## src/rtl/pmid_pkg.sv

```systemverilog
// Shared types and constants for the periodic minimum-image distance block.
package pmid_pkg;

  // Default coordinate width (signed, fixed point).
  localparam int COORD_BITS_DEF = 24;

  // Configuration register indexes.
  localparam int CFG_IDX_BITS = 3;
  localparam logic [CFG_IDX_BITS-1:0] REG_BOX_X_LOW  = 3'd0;
  localparam logic [CFG_IDX_BITS-1:0] REG_BOX_X_HIGH = 3'd1;
  localparam logic [CFG_IDX_BITS-1:0] REG_BOX_Y_LOW  = 3'd2;
  localparam logic [CFG_IDX_BITS-1:0] REG_BOX_Y_HIGH = 3'd3;
  localparam logic [CFG_IDX_BITS-1:0] REG_BOX_Z_LOW  = 3'd4;
  localparam logic [CFG_IDX_BITS-1:0] REG_BOX_Z_HIGH = 3'd5;

  // Control that travels along the square-root chain with each transfer.
  typedef struct packed {
    logic vld;  // stage holds a live item
    logic sat;  // sum of squares reached the cap, force full-scale result
  } ctl_t;

endpackage

```

## src/rtl/pmid_axis.sv

```systemverilog
// One axis: minimum-image gap and its square, four register stages.
module pmid_axis #(
  parameter int COORD_BITS = pmid_pkg::COORD_BITS_DEF
) (
  input  logic                        clk,
  input  logic signed [COORD_BITS-1:0] coord_a,
  input  logic signed [COORD_BITS-1:0] coord_b,
  input  logic signed [COORD_BITS-1:0] box_low,
  input  logic signed [COORD_BITS-1:0] box_high,
  output logic [2*COORD_BITS+1:0]     dist_sq
);
  import pmid_pkg::*;

  localparam int W = COORD_BITS;

  logic signed [W:0]   ab_diff, ba_diff, len_nxt, gap_nxt;
  logic signed [W:0]   gap_r, len_r;
  logic signed [W+1:0] wrapped, d_nxt, d_r;
  logic signed [W+1:0] d_neg;
  logic [W:0]          mag_nxt, mag_r;
  logic [2*W+1:0]      sq_nxt, sq_r;

  // Stage 1: plain gap as |a - b|, box length.
  always_comb begin
    ab_diff = {coord_a[W-1], coord_a} - {coord_b[W-1], coord_b};
    ba_diff = {coord_b[W-1], coord_b} - {coord_a[W-1], coord_a};
    gap_nxt = ab_diff[W] ? ba_diff : ab_diff;
    len_nxt = {box_high[W-1], box_high} - {box_low[W-1], box_low};
  end

  // Stage 2: wrapped gap and signed minimum.
  always_comb begin
    wrapped = {len_r[W], len_r} - {gap_r[W], gap_r};
    d_nxt   = ($signed({gap_r[W], gap_r}) < wrapped) ? {gap_r[W], gap_r} : wrapped;
  end

  // Stage 3: magnitude; it always fits in W+1 bits.
  always_comb begin
    d_neg   = -d_r;
    mag_nxt = d_r[W+1] ? d_neg[W:0] : d_r[W:0];
  end

  // Stage 4: square.
  assign sq_nxt = (2*W+2)'(mag_r) * (2*W+2)'(mag_r);

  always_ff @(posedge clk) begin
    gap_r <= gap_nxt;
    len_r <= len_nxt;
    d_r   <= d_nxt;
    mag_r <= mag_nxt;
    sq_r  <= sq_nxt;
  end

  assign dist_sq = sq_r;

endmodule

```

## config.mk

```make
export PLATFORM = sky130hd
export DESIGN_NAME = pmid_axis
export DESIGN_NICKNAME = d
export VERILOG_FILES = /design/src/rtl/pmid_pkg.sv /design/src/rtl/pmid_axis.sv
export SDC_FILE = /design/constraint.sdc
export NUM_CORES = 2
export LEC_CHECK = 0
export BUFFER_PORTS_ARGS = -buffer_cell sky130_fd_sc_hd__buf_2
export CORE_MARGIN = 4
export CORE_UTILIZATION = 40
export CTS_BUF_LIST = sky130_fd_sc_hd__clkbuf_16
export CTS_CLUSTER_DIAMETER = 40
export DETAILED_ROUTE_END_ITERATION = 10
export SETUP_SLACK_MARGIN = 0.3
export SLEW_MARGIN = 20
export SYNTH_ARGS = -nofsm -noshare
export SYNTH_HDL_FRONTEND = slang
export SYNTH_SLANG_ARGS = --single-unit
export TNS_END_PERCENT = 50
```

## constraint.sdc

```tcl
create_clock -name clk -period 8.8 [get_ports clk]
set_clock_uncertainty 0.1 [all_clocks]
set_input_delay 0.88 -clock clk [delete_from_list [all_inputs] [get_ports clk]]
set_output_delay 0.88 -clock clk [all_outputs]
set_load 0.01 [all_outputs]
```

==> metrics.md <==
| Metric | Value |
|---|---|
| Clk_lat worst skew | between 0.4 and 0.5 ns |
| Primary FF master, synth | dfxtp_1 |
| Post-synthesis adder-cell area fraction | between 40 and 50% |
| Worst Hold Class | reg -> reg |
| Wire per inst | approximately 16 um |
| Diodes inserted | 0 |
| Initial antenna violation count | 0 |
| FP Rows | 95 |
| Worst path required time | between 9 and 10 ns |
| Ports | ~150 |
| Clk buf depth | 2 |
| RSZ-0062 raised after global routing | false |
| Drt drc | 0 |
| First-pass GRT wire length | ~110000 um |
| Post-synthesis mux area share | 1.36% |
| Post-place setup slack | about 0.53 ns |
| Fraction of layout cells with a size suffix above 1 | under 10% |
| Final WL | approximately 68000 um |
| CTS clk-pin slew, worst paths | 0.08 ns |
| Setup TNS | 0 ns |
| Die span in x | 270 um |
| Clk sinks | 150 |
| # setup viols final | 0 |
| # Max-Cap Violations | 0 |
| Initial DRC count | roughly 970 |
| Critical Path End Type | flip-flop |
| Synth Instances | around 3.1k |
| CTS Buf Count | 17 |
| DR vias/cell | about 5 |
| Crit start category | flip-flop |
| Max Slew Vio Count | 0 |
| GRT Residual Overflow | 0 |
| Mean post-synth cell area | 8.80 um2 |
| Hold Startpoint | d_r[0] |
| Post-route ant nets | 0 |
| Worst-path maximum fanout | 17 |
| Arr. time, crit path | 8.30 ns |
| Compound-Gate Fraction of Synth Area | 10.9% |
| Hold depth | 0 |
| Setup ws final | between 0.7 and 0.8 ns |
| Max Freq | approximately 0.12 GHz |
| Vias in the first global route | 21.7k |
| Fin crit share | slightly above 90% |
| GR Util met2 | a little over 30% |
| Post-Synth Simple-Gate Area | between 10% and 20% |
| Placer Congestion | approximately 0.9 |
| All-Layer GR Usage | 19.1% |
| Fin nets | slightly above 4k |
| Initial core utilization | between 40% and 50% |
| CTS root buf | clkbuf_16 |
| Status | finished, final reports clean |
| Area of the multi-input gates | 21100 um2 |
| FF-to-FF End | dist_sq[49] |
| R2r worst-path depth | 24 |
| Vias | a little over 20k |
| Met1 GRT Util | 26.9% |
| GR peak layer | met2 |
| Post-Syn Area | between 20000 and 30000 um2 |
| Register bit total from synthesis | 150 |
| Slew headroom | a little under half |
| Worst slew pin tran | ~0.81 ns |
| Syn Nets | between 4k and 5k |
| Synth cell types | 70 |
| Final hold vios | 0 |
| Pin count of the biggest net entering global routing | 34 |
| # fillers | between 6k and 7k |
| Proportion of synthesized chip area in sequential cells | 10.9% |
| Vert. Die Dim | around 270 um |
| Post-Synth XOR/XNOR Area | around 4.6% |
| Critical R2R Launch | mag_r[13] |
| Crit path kind | reg -> reg |
| Asr flop ratio synth | 0% |
| Hpwl dp | between 50000 and 60000 um |
| Synth Warn # | 0 |
| Fin crit period | 8.00 ns |
| Post-CTS Hold Buffers | 0 |
| Placeable Area | around 68000 um2 |
| Largest family of logic cells by synthesized area | adder cells |
| Register area | between 3000 and 4000 um2 |
| Max H-tree Level | 4 |
| Met3 usage | ~3.5% |
| Post-synth EDFFs | 0 |
| PortBufs | between 100 and 150 |
| CTS tree | built |
| Hold Crit Endpoint | mag_r[0] |
| Post-CTS setup buffer count | 0 |
| Die ar. | 73000 um2 |
| Area Overhead vs Synth | 8.33% |
| FF-to-FF setup slack | around 0.80 ns |
| DR pass1 iterations | 5 |
worst max-delay path by stage:
stage / startpoint / slack (ns) / cells past startpoint / end
detailed placement: mag_r[10] / 0.53 / 21 / dist_sq[47]
CTS: mag_r[10] / 0.53 / 21 / dist_sq[47]
global placement: mag_r[10] / 0.60 / 21 / dist_sq[47]
finish: mag_r[13] / 0.80 / 24 / dist_sq[49]
floorplan: mag_r[2] / 1.63 / 28 / dist_sq[46]
global route: mag_r[1] / 0.43 / 23 / dist_sq[47]
per-layer routing:
| metal | vias up | part of all wire [%] | wire length, um |
|---|---|---|---|
| met5 | - | 0 | 0 |
| met3 | 58 | 5.9 | 4010 |
| met1 | 9810 | 48 | 32200 |
| li1 | 9837 | - | - |
| met4 | 0 | 1.6 | 1120 |
| met2 | 487 | 45 | 30400 |
critical path: stages, from the launching register on:
cell	delay [ns]
dfxtp_1	0.65
buf_4	0.36
nand2_1	0.12
fa_1	0.59
inv_1	0.07
fa_1	0.51
fa_1	0.51
inv_1	0.06
fa_1	0.50
inv_1	0.05
fa_1	0.48
fa_1	0.49
inv_1	0.05
fa_1	0.47
inv_1	0.04
ha_1	0.41
nand4_1	0.18
nor3_1	0.21
inv_1	0.06
a221oi_1	0.61
o221ai_1	0.41
o211ai_1	0.45
and2_1	0.24
a41oi_1	0.14
xnor2_1	0.14
synthesized netlist by cell type, drive strengths merged (3+ instances only):
library cell / count / share of area, %
a21o: 70 / 1.9
dfxtp: 150 / 11
buf: 18 / 0.37
or2: 8 / 0.18
a211oi: 22 / 0.62
or3: 6 / 0.15
ha: 311 / 14
nor4: 5 / 0.17
nand4: 24 / 0.55
nand3: 21 / 0.38
o31ai: 12 / 0.36
xnor2: 93 / 3.0
and3: 13 / 0.30
nor2b: 26 / 0.59
nand2: 247 / 3.4
a31o: 3 / 0.096
o21a: 13 / 0.35
a31oi: 24 / 0.55
o21bai: 15 / 0.41
o211ai: 9 / 0.25
xor2: 50 / 1.6
a211o: 4 / 0.13
inv: 808 / 11
nor3: 23 / 0.42
a41oi: 5 / 0.16
o21ba: 3 / 0.11
and4: 8 / 0.25
and2: 132 / 3.0
nand2b: 16 / 0.36
clkbuf: 83 / 1.1
o41ai: 6 / 0.22
fa: 470 / 34
a21oi: 147 / 2.7
a21boi: 7 / 0.19
or4: 5 / 0.15
nor2: 104 / 1.4
mux2i: 36 / 1.3
a2111oi: 6 / 0.26
o21ai: 92 / 1.7
o221ai: 5 / 0.16
a221oi: 7 / 0.22
kinds of logic after synthesis:
family,Yosys count
buffers and inverters,909
adder cells (fa/ha/maj),781
AND/OR/NAND/NOR,642
AO/OA/AOI/OAI,463
flip-flops,150
XOR/XNOR,143
multiplexers,37
other,1
cell usage in the layout, fill, tap and decap left out, types with 8 or more instances in the layout:
| cell | n |
|---|---|
| a211oi_1 | 21 |
| a21o_1 | 70 |
| a21oi_1 | 145 |
| a31oi_1 | 24 |
| and2_1 | 132 |
| and3_1 | 13 |
| and4_1 | 8 |
| buf_2 | 145 |
| buf_4 | 38 |
| clkbuf_16 | 17 |
| dfxtp_1 | 149 |
| fa_1 | 470 |
| ha_1 | 311 |
| inv_1 | 806 |
| mux2i_1 | 35 |
| nand2_1 | 247 |
| nand2b_1 | 16 |
| nand3_1 | 21 |
| nand4_1 | 24 |
| nor2_1 | 104 |
| nor2b_1 | 26 |
| nor3_1 | 23 |
| o211ai_1 | 9 |
| o21a_1 | 13 |
| o21ai_0 | 92 |
| o21bai_1 | 15 |
| o31ai_1 | 10 |
| or2_2 | 8 |
| xnor2_1 | 93 |
| xor2_1 | 50 |
final cells by class:
type / count / share of cell area (%)
well taps: 873 / 3.66
multi-input cells: 2067 / 70.7
inverters: 808 / 10.2
flip-flops and latches: 150 / 10.1
clock inverters: 15 / 0.563
clock buffers: 17 / 1.43
repair buffers: 183 / 3.39
state kept, by name, indices dropped and copies added (netlist names):
signal / count
d_r: 26
mag_r: 25
gap_r: 25
len_r: 25
dist_sq: 49
metrics by stage:
stage	cell area, um2	hold WS, ns	cells	utilization (%)
finish	29800	0.284	4113	44.1
global route	29800	0.294	4113	44.1
CTS	29800	0.282	4113	44.1
detailed placement	29200	0.265	4081	43.2
global placement	29200	0.267	4081	43.2
floorplan	27500	0.231	3126	-
what timing repair did:
action | 4_1_cts | 5_1_grt
endpoints found under the setup margin | 0 | 3
resized for setup | 0 | 1
endpoints found under the hold margin | 0 | 0
Power is left out: the tool's default activity adds up to more than one toggle a clock period on the data nets, which glitch-free logic cannot reach.
