## config.mk

```make
export PLATFORM = sky130hd
export DESIGN_NAME = pmid_sqrt_cell
export DESIGN_NICKNAME = d
export VERILOG_FILES = /design/src/rtl/pmid_pkg.sv /design/src/rtl/pmid_sqrt_cell.sv
export SDC_FILE = /design/constraint.sdc
export NUM_CORES = 1
export LEC_CHECK = 0
export BUFFER_PORTS_ARGS = -buffer_cell sky130_fd_sc_hd__buf_2
export CAP_MARGIN = 20
export CORE_UTILIZATION = 35
export DETAILED_ROUTE_END_ITERATION = 16
export HOLD_SLACK_MARGIN = 0.1
export PLACE_DENSITY = 0.72
export SYNTH_ARGS = -nofsm -noshare
export SYNTH_HDL_FRONTEND = slang
export SYNTH_SLANG_ARGS = --single-unit
```

## constraint.sdc

```tcl
create_clock -name clk -period 4.55 [get_ports clk]
set_clock_uncertainty 0.05 [all_clocks]
set_input_delay 0.91 -clock clk [delete_from_list [all_inputs] [get_ports clk]]
set_output_delay 0.91 -clock clk [all_outputs]
set_load 0.01 [all_outputs]
```

## src/rtl/pmid_pkg.sv

```systemverilog
// Shared types and constants for the periodic minimum-image distance block.
package pmid_pkg;

  // Default coordinate width (signed, fixed point).
  localparam int COORD_BITS_DEF = 24;

  // Configuration register indexes.
  localparam int CFG_IDX_BITS = 3;
  localparam logic [CFG_IDX_BITS-1:0] REG_BOX_X_LOW  = 3'd0;
  localparam logic [CFG_IDX_BITS-1:0] REG_BOX_X_HIGH = 3'd1;
  localparam logic [CFG_IDX_BITS-1:0] REG_BOX_Y_LOW  = 3'd2;
  localparam logic [CFG_IDX_BITS-1:0] REG_BOX_Y_HIGH = 3'd3;
  localparam logic [CFG_IDX_BITS-1:0] REG_BOX_Z_LOW  = 3'd4;
  localparam logic [CFG_IDX_BITS-1:0] REG_BOX_Z_HIGH = 3'd5;

  // Control that travels along the square-root chain with each transfer.
  typedef struct packed {
    logic vld;  // stage holds a live item
    logic sat;  // sum of squares reached the cap, force full-scale result
  } ctl_t;

endpackage

```

## src/rtl/pmid_sqrt_cell.sv

```systemverilog
// One digit cell of the pipelined square root: one result bit per cell.
module pmid_sqrt_cell #(
  parameter int COORD_BITS = pmid_pkg::COORD_BITS_DEF
) (
  input  logic                     clk,
  input  logic                     rst_n,
  input  pmid_pkg::ctl_t           ctl_i,
  input  logic [2*COORD_BITS+1:0]  rad_i,
  input  logic [COORD_BITS:0]      root_i,
  input  logic [COORD_BITS+2:0]    rem_i,
  output pmid_pkg::ctl_t           ctl_o,
  output logic [2*COORD_BITS+1:0]  rad_o,
  output logic [COORD_BITS:0]      root_o,
  output logic [COORD_BITS+2:0]    rem_o
);
  import pmid_pkg::*;

  localparam int RB   = COORD_BITS + 1;
  localparam int RADB = 2*COORD_BITS + 2;
  localparam int REMB = COORD_BITS + 3;

  ctl_t            ctl_r;
  logic [RADB-1:0] rad_r, rad_nxt;
  logic [RB-1:0]   root_r, root_nxt;
  logic [REMB-1:0] rem_r, rem_nxt;
  logic [REMB-1:0] cat;
  logic [REMB:0]   diff;
  logic            ge;

  // Bring down two radicand bits, try subtracting 4*root + 1.
  always_comb begin
    cat      = {rem_i[REMB-3:0], rad_i[RADB-1 -: 2]};
    diff     = {1'b0, cat} - {1'b0, root_i, 2'b01};
    ge       = !diff[REMB];
    rem_nxt  = ge ? diff[REMB-1:0] : cat;
    root_nxt = {root_i[RB-2:0], ge};
    rad_nxt  = {rad_i[RADB-3:0], 2'b00};
  end

  always_ff @(posedge clk) begin
    if (!rst_n) begin
      ctl_r <= '0;
    end else begin
      ctl_r <= ctl_i;
    end
  end

  always_ff @(posedge clk) begin
    rad_r  <= rad_nxt;
    root_r <= root_nxt;
    rem_r  <= rem_nxt;
  end

  assign ctl_o  = ctl_r;
  assign rad_o  = rad_r;
  assign root_o = root_r;
  assign rem_o  = rem_r;

endmodule

```

==> impl_metrics.prom <==
# TYPE chip_impl_metric gauge
chip_impl_info{name="status",value="complete, no violations"} 1
chip_impl_metric{name="p_per_area",unit="nW/um^2"} 402
chip_impl_info{name="hold-path-endpoint",value="rad_o[2]"} 1
chip_impl_metric{name="switchingPower",unit="W"} 0.000624
chip_impl_metric{name="power.internal",unit="W"} 0.00159
chip_impl_metric{name="hold_ws",unit="ps"} 606
chip_impl_metric{name="grt_antenna_before_repair",unit=""} 0
chip_impl_metric{name="clock_pin_slew_reported_for_the_worst_setup_and_hold_paths_after_clock_tree_synthesis",unit="ps"} 70
chip_impl_metric{name="placementRows",unit=""} 39
chip_impl_metric{name="least_margin_pin_slew",unit="ps"} 627
chip_impl_metric{name="synth.cell_area",unit="sq um"} 4070
chip_impl_metric{name="num_io_pins",unit=""} 210
chip_impl_metric{name="dr_total_vias",unit=""} 3404
chip_impl_info{name="endpoint_kind",value="register"} 1
chip_impl_metric{name="setup_fix_bufs_post_cts",unit=""} 0
chip_impl_info{name="critical_path_class",value="input port to register"} 1
chip_impl_metric{name="synth.yosys.warnings",unit=""} 0
chip_impl_info{name="critical-path-top-delay-family",value="compound AO/OA/AOI/OAI gates"} 1
chip_impl_metric{name="ir_worst_vdd",unit="uV"} 278
chip_impl_metric{name="final.setup.tns",unit="ps"} 0
chip_impl_info{name="startpoint_type",value="input port"} 1
chip_impl_info{name="timing.critical_path.from",value="root_i[0]"} 1
chip_impl_metric{name="worst_path_largest_cell_delay",unit="ps"} 490
chip_impl_metric{name="share_clk_of_total_power",unit="%"} 33.0
chip_impl_metric{name="number_of_enable_type_register_cells_in_the_synthesized_netlist",unit=""} 0
chip_impl_info{name="grt_setup_unrepaired",value="no"} 1
chip_impl_metric{name="clockBufferDepth",unit=""} 2
chip_impl_metric{name="antennaDiodeCount",unit=""} 0
chip_impl_metric{name="cp_data_arrival_time",unit="ps"} 3360
chip_impl_metric{name="dieHeight",unit="microns"} 110
chip_impl_metric{name="seq_power_share",unit="%"} 44.6
chip_impl_metric{name="wl_per_cell",unit="microns"} 13.2
chip_impl_info{name="worstPathCellList",value="buf_2, inv_1, ha_1, o21a_1, o211ai_2, a31o_2, o21ai_2, a211oi_2, a21oi_4, buf_12, mux2_2"} 1
chip_impl_metric{name="postLayoutCoreUtil",unit="%"} 48.4
chip_impl_info{name="slowest_stage",value="a21oi_4"} 1
chip_impl_metric{name="cts_buffers",unit=""} 9
chip_impl_info{name="worst_hold_path_type",value="input port to register"} 1
chip_impl_metric{name="num-fill-cells",unit=""} 1083
chip_impl_metric{name="endpoints_failing_hold",unit=""} 0
chip_impl_metric{name="totalPowerFinal",unit="W"} 0.00221
chip_impl_metric{name="total_number_of_h_tree_levels",unit=""} 3
chip_impl_info{name="ys_dominant_reg_cell",value="dfxtp_1"} 1
chip_impl_metric{name="post-route-min-period",unit="ps"} 3170
chip_impl_metric{name="worst-path-max-fanout",unit=""} 18
chip_impl_metric{name="die_w",unit="microns"} 110
chip_impl_metric{name="net_total_in_the_final_layout",unit=""} 716
chip_impl_metric{name="viasPerCell",unit=""} 4.65
chip_impl_metric{name="setup_viol_count_final",unit=""} 0
chip_impl_metric{name="power.leakage",unit="nW"} 2.74
chip_impl_metric{name="routed_wl",unit="mm"} 9.63
chip_impl_metric{name="slew_viol_final",unit=""} 0
chip_impl_metric{name="slew_headroom",unit="%"} 57.8
chip_impl_metric{name="detail_route.iter0.violations",unit=""} 150
chip_impl_metric{name="cts.hold.buffers_added",unit=""} 0
chip_impl_metric{name="dieArea",unit="sq um"} 12100
chip_impl_metric{name="upper_clock_frequency_limit",unit="GHz"} 0.315
chip_impl_metric{name="post_cts.resized_instances",unit=""} 0
chip_impl_metric{name="syn-instance-count",unit=""} 375
chip_impl_metric{name="cts.sinks",unit=""} 102
chip_impl_metric{name="remaining_drc_errors",unit=""} 0
chip_impl_metric{name="grt_first_pass_wirelength",unit="mm"} 14.3
chip_impl_metric{name="synthDistinctLibCells",unit=""} 57
chip_impl_metric{name="first_global_vias",unit=""} 3164
chip_impl_metric{name="critical_path.n_buffers_inverters",unit=""} 3
chip_impl_metric{name="groute.usage.overall",unit="%"} 15.6
chip_impl_metric{name="avgSynthCellArea",unit="sq um"} 10.9
chip_impl_metric{name="comb_power_share",unit="%"} 22.4
chip_impl_info{name="cts_tree",value="built"} 1
chip_impl_metric{name="period_share",unit="%"} 69.7
chip_impl_metric{name="place_hpwl",unit="mm"} 7.84
chip_impl_metric{name="critical_path_required",unit="ps"} 4740
chip_impl_metric{name="synth_register_bits",unit=""} 102
chip_impl_metric{name="drv.max_cap_violation_count",unit=""} 0
chip_impl_metric{name="synth.yosys.seq_area_share",unit="%"} 50.2
chip_impl_metric{name="grt_overflow_total",unit=""} 0
chip_impl_metric{name="gp_congestion",unit=""} 0.802
chip_impl_metric{name="grt_start_max_net_pins",unit=""} 19
chip_impl_metric{name="core_outline_area",unit="sq um"} 11400
chip_impl_metric{name="initial_core_util",unit="%"} 35.8
chip_impl_metric{name="areaGrowthSynthToFinish",unit="%"} 35.2
chip_impl_metric{name="postRouteAntennaNets",unit=""} 0
chip_impl_info{name="hold_path.startpoint",value="rad_i[0]"} 1
chip_impl_metric{name="ys_async_sr_fraction",unit="%"} 0
chip_impl_metric{name="drive_above_1_share",unit="%"} 43.8
chip_impl_metric{name="worst_hold_path.num_cells",unit=""} 1
chip_impl_metric{name="buffer_ports.inserted",unit=""} 205
chip_impl_metric{name="sw_share",unit="%"} 28.2
chip_impl_metric{name="drt_first_pass_iters",unit=""} 4
chip_impl_info{name="cts.root.buffer_cell",value="clkbuf_16"} 1
==> final cells by class <==
cell class	count	area [sq um]	share of cell area, %
clock buffers	10	229	4.16
clock inverters	6	53.8	0.977
multi-input cells	233	1830	33.3
flip-flops and latches	102	2040	37.1
repair buffers	206	1050	19.0
well taps	143	179	3.25
inverters	32	120	2.18
==> cells in the final DEF, fill, tap and decap left out, types with 3 or more instances in the layout <==
cell,count
nand3_1,4
nand4_1,5
and2_1,3
a21oi_1,24
xnor2_1,16
inv_1,32
o21ai_0,14
a211oi_1,4
nand2_1,23
dfxtp_1,102
o21a_1,7
buf_2,205
clkbuf_16,9
o21bai_1,4
mux2_2,8
a21o_1,7
ha_1,26
mux2_4,16
nor3_1,5
xor2_1,5
nor2_1,18
==> registers in the layout, indices dropped and copies added (netlist names) <==
name    cells
root_o     25
rem_o      27
ctl_o       2
rad_o      48
==> Yosys cell counts (3+ instances only) <==
cell,instances,area share (%)
a211oi_1,4,0.74
a21o_1,7,1.3
a21oi_1,24,3.0
and2_1,3,0.46
dfxtp_1,102,50
ha_1,26,8.0
inv_1,32,3.0
mux2_2,8,2.2
mux2_4,16,5.9
nand2_1,23,2.1
nand3_1,4,0.49
nand4_1,5,0.77
nor2_1,18,1.7
nor3_1,5,0.61
o21a_1,7,1.3
o21ai_0,14,1.7
o21bai_1,4,0.74
xnor2_1,16,3.4
xor2_1,5,1.1
==> metrics by stage <==
step	cells	instance area (sq um)	setup WS, ps
3_3_place_gp	716	5220	1040
2_1_floorplan	376	4070	1530
5_1_grt	732	5500	1190
3_5_place_dp	716	5220	959
4_1_cts	732	5500	1330
6_report	732	5500	1380
==> routing by layer <==
metal | vias to the layer above | track usage [%] | part of all wire, %
li1 | 1722 | - | -
met1 | 1532 | 16.2 | 39
met2 | 133 | 28.9 | 51
met3 | 17 | 3.85 | 7.8
met4 | 0 | 8.19 | 2.6
met5 | - | 0 | 0
==> worst max-delay path by stage <==
| stage | to | slack [ps] | depth (start not counted) |
|---|---|---|---|
| finish | rem_o[7] | 1380 | 11 |
| global route | rem_o[8] | 1190 | 10 |
| CTS | rem_o[5] | 1330 | 11 |
| detailed placement | rem_o[5] | 960 | 11 |
| global placement | rem_o[8] | 1040 | 11 |
| floorplan | rem_o[10] | 1530 | 10 |
==> power groups by stage <==
stage               logic [W]  registers [W]  clock network, W
floorplan            0.000282        0.00105                 0
global placement     0.000493        0.00101                 0
detailed placement   0.000499        0.00101                 0
CTS                  0.000502       0.000989          0.000750
global route         0.000549       0.000997          0.000783
finish               0.000496       0.000988          0.000731
==> logic make-up after synthesis <==
family / count (synthesis) / share of synthesized area, %
XOR/XNOR: 21 / 4.52
AND/OR/NAND/NOR: 73 / 8.70
adder cells (fa/ha/maj): 26 / 7.99
multiplexers: 26 / 8.61
flip-flops: 102 / 50.2
AO/OA/AOI/OAI: 85 / 15.1
buffers and inverters: 41 / 4.86
other: 1 / 0.0921
No activity file was read; power rests on OpenSTA's default activity.
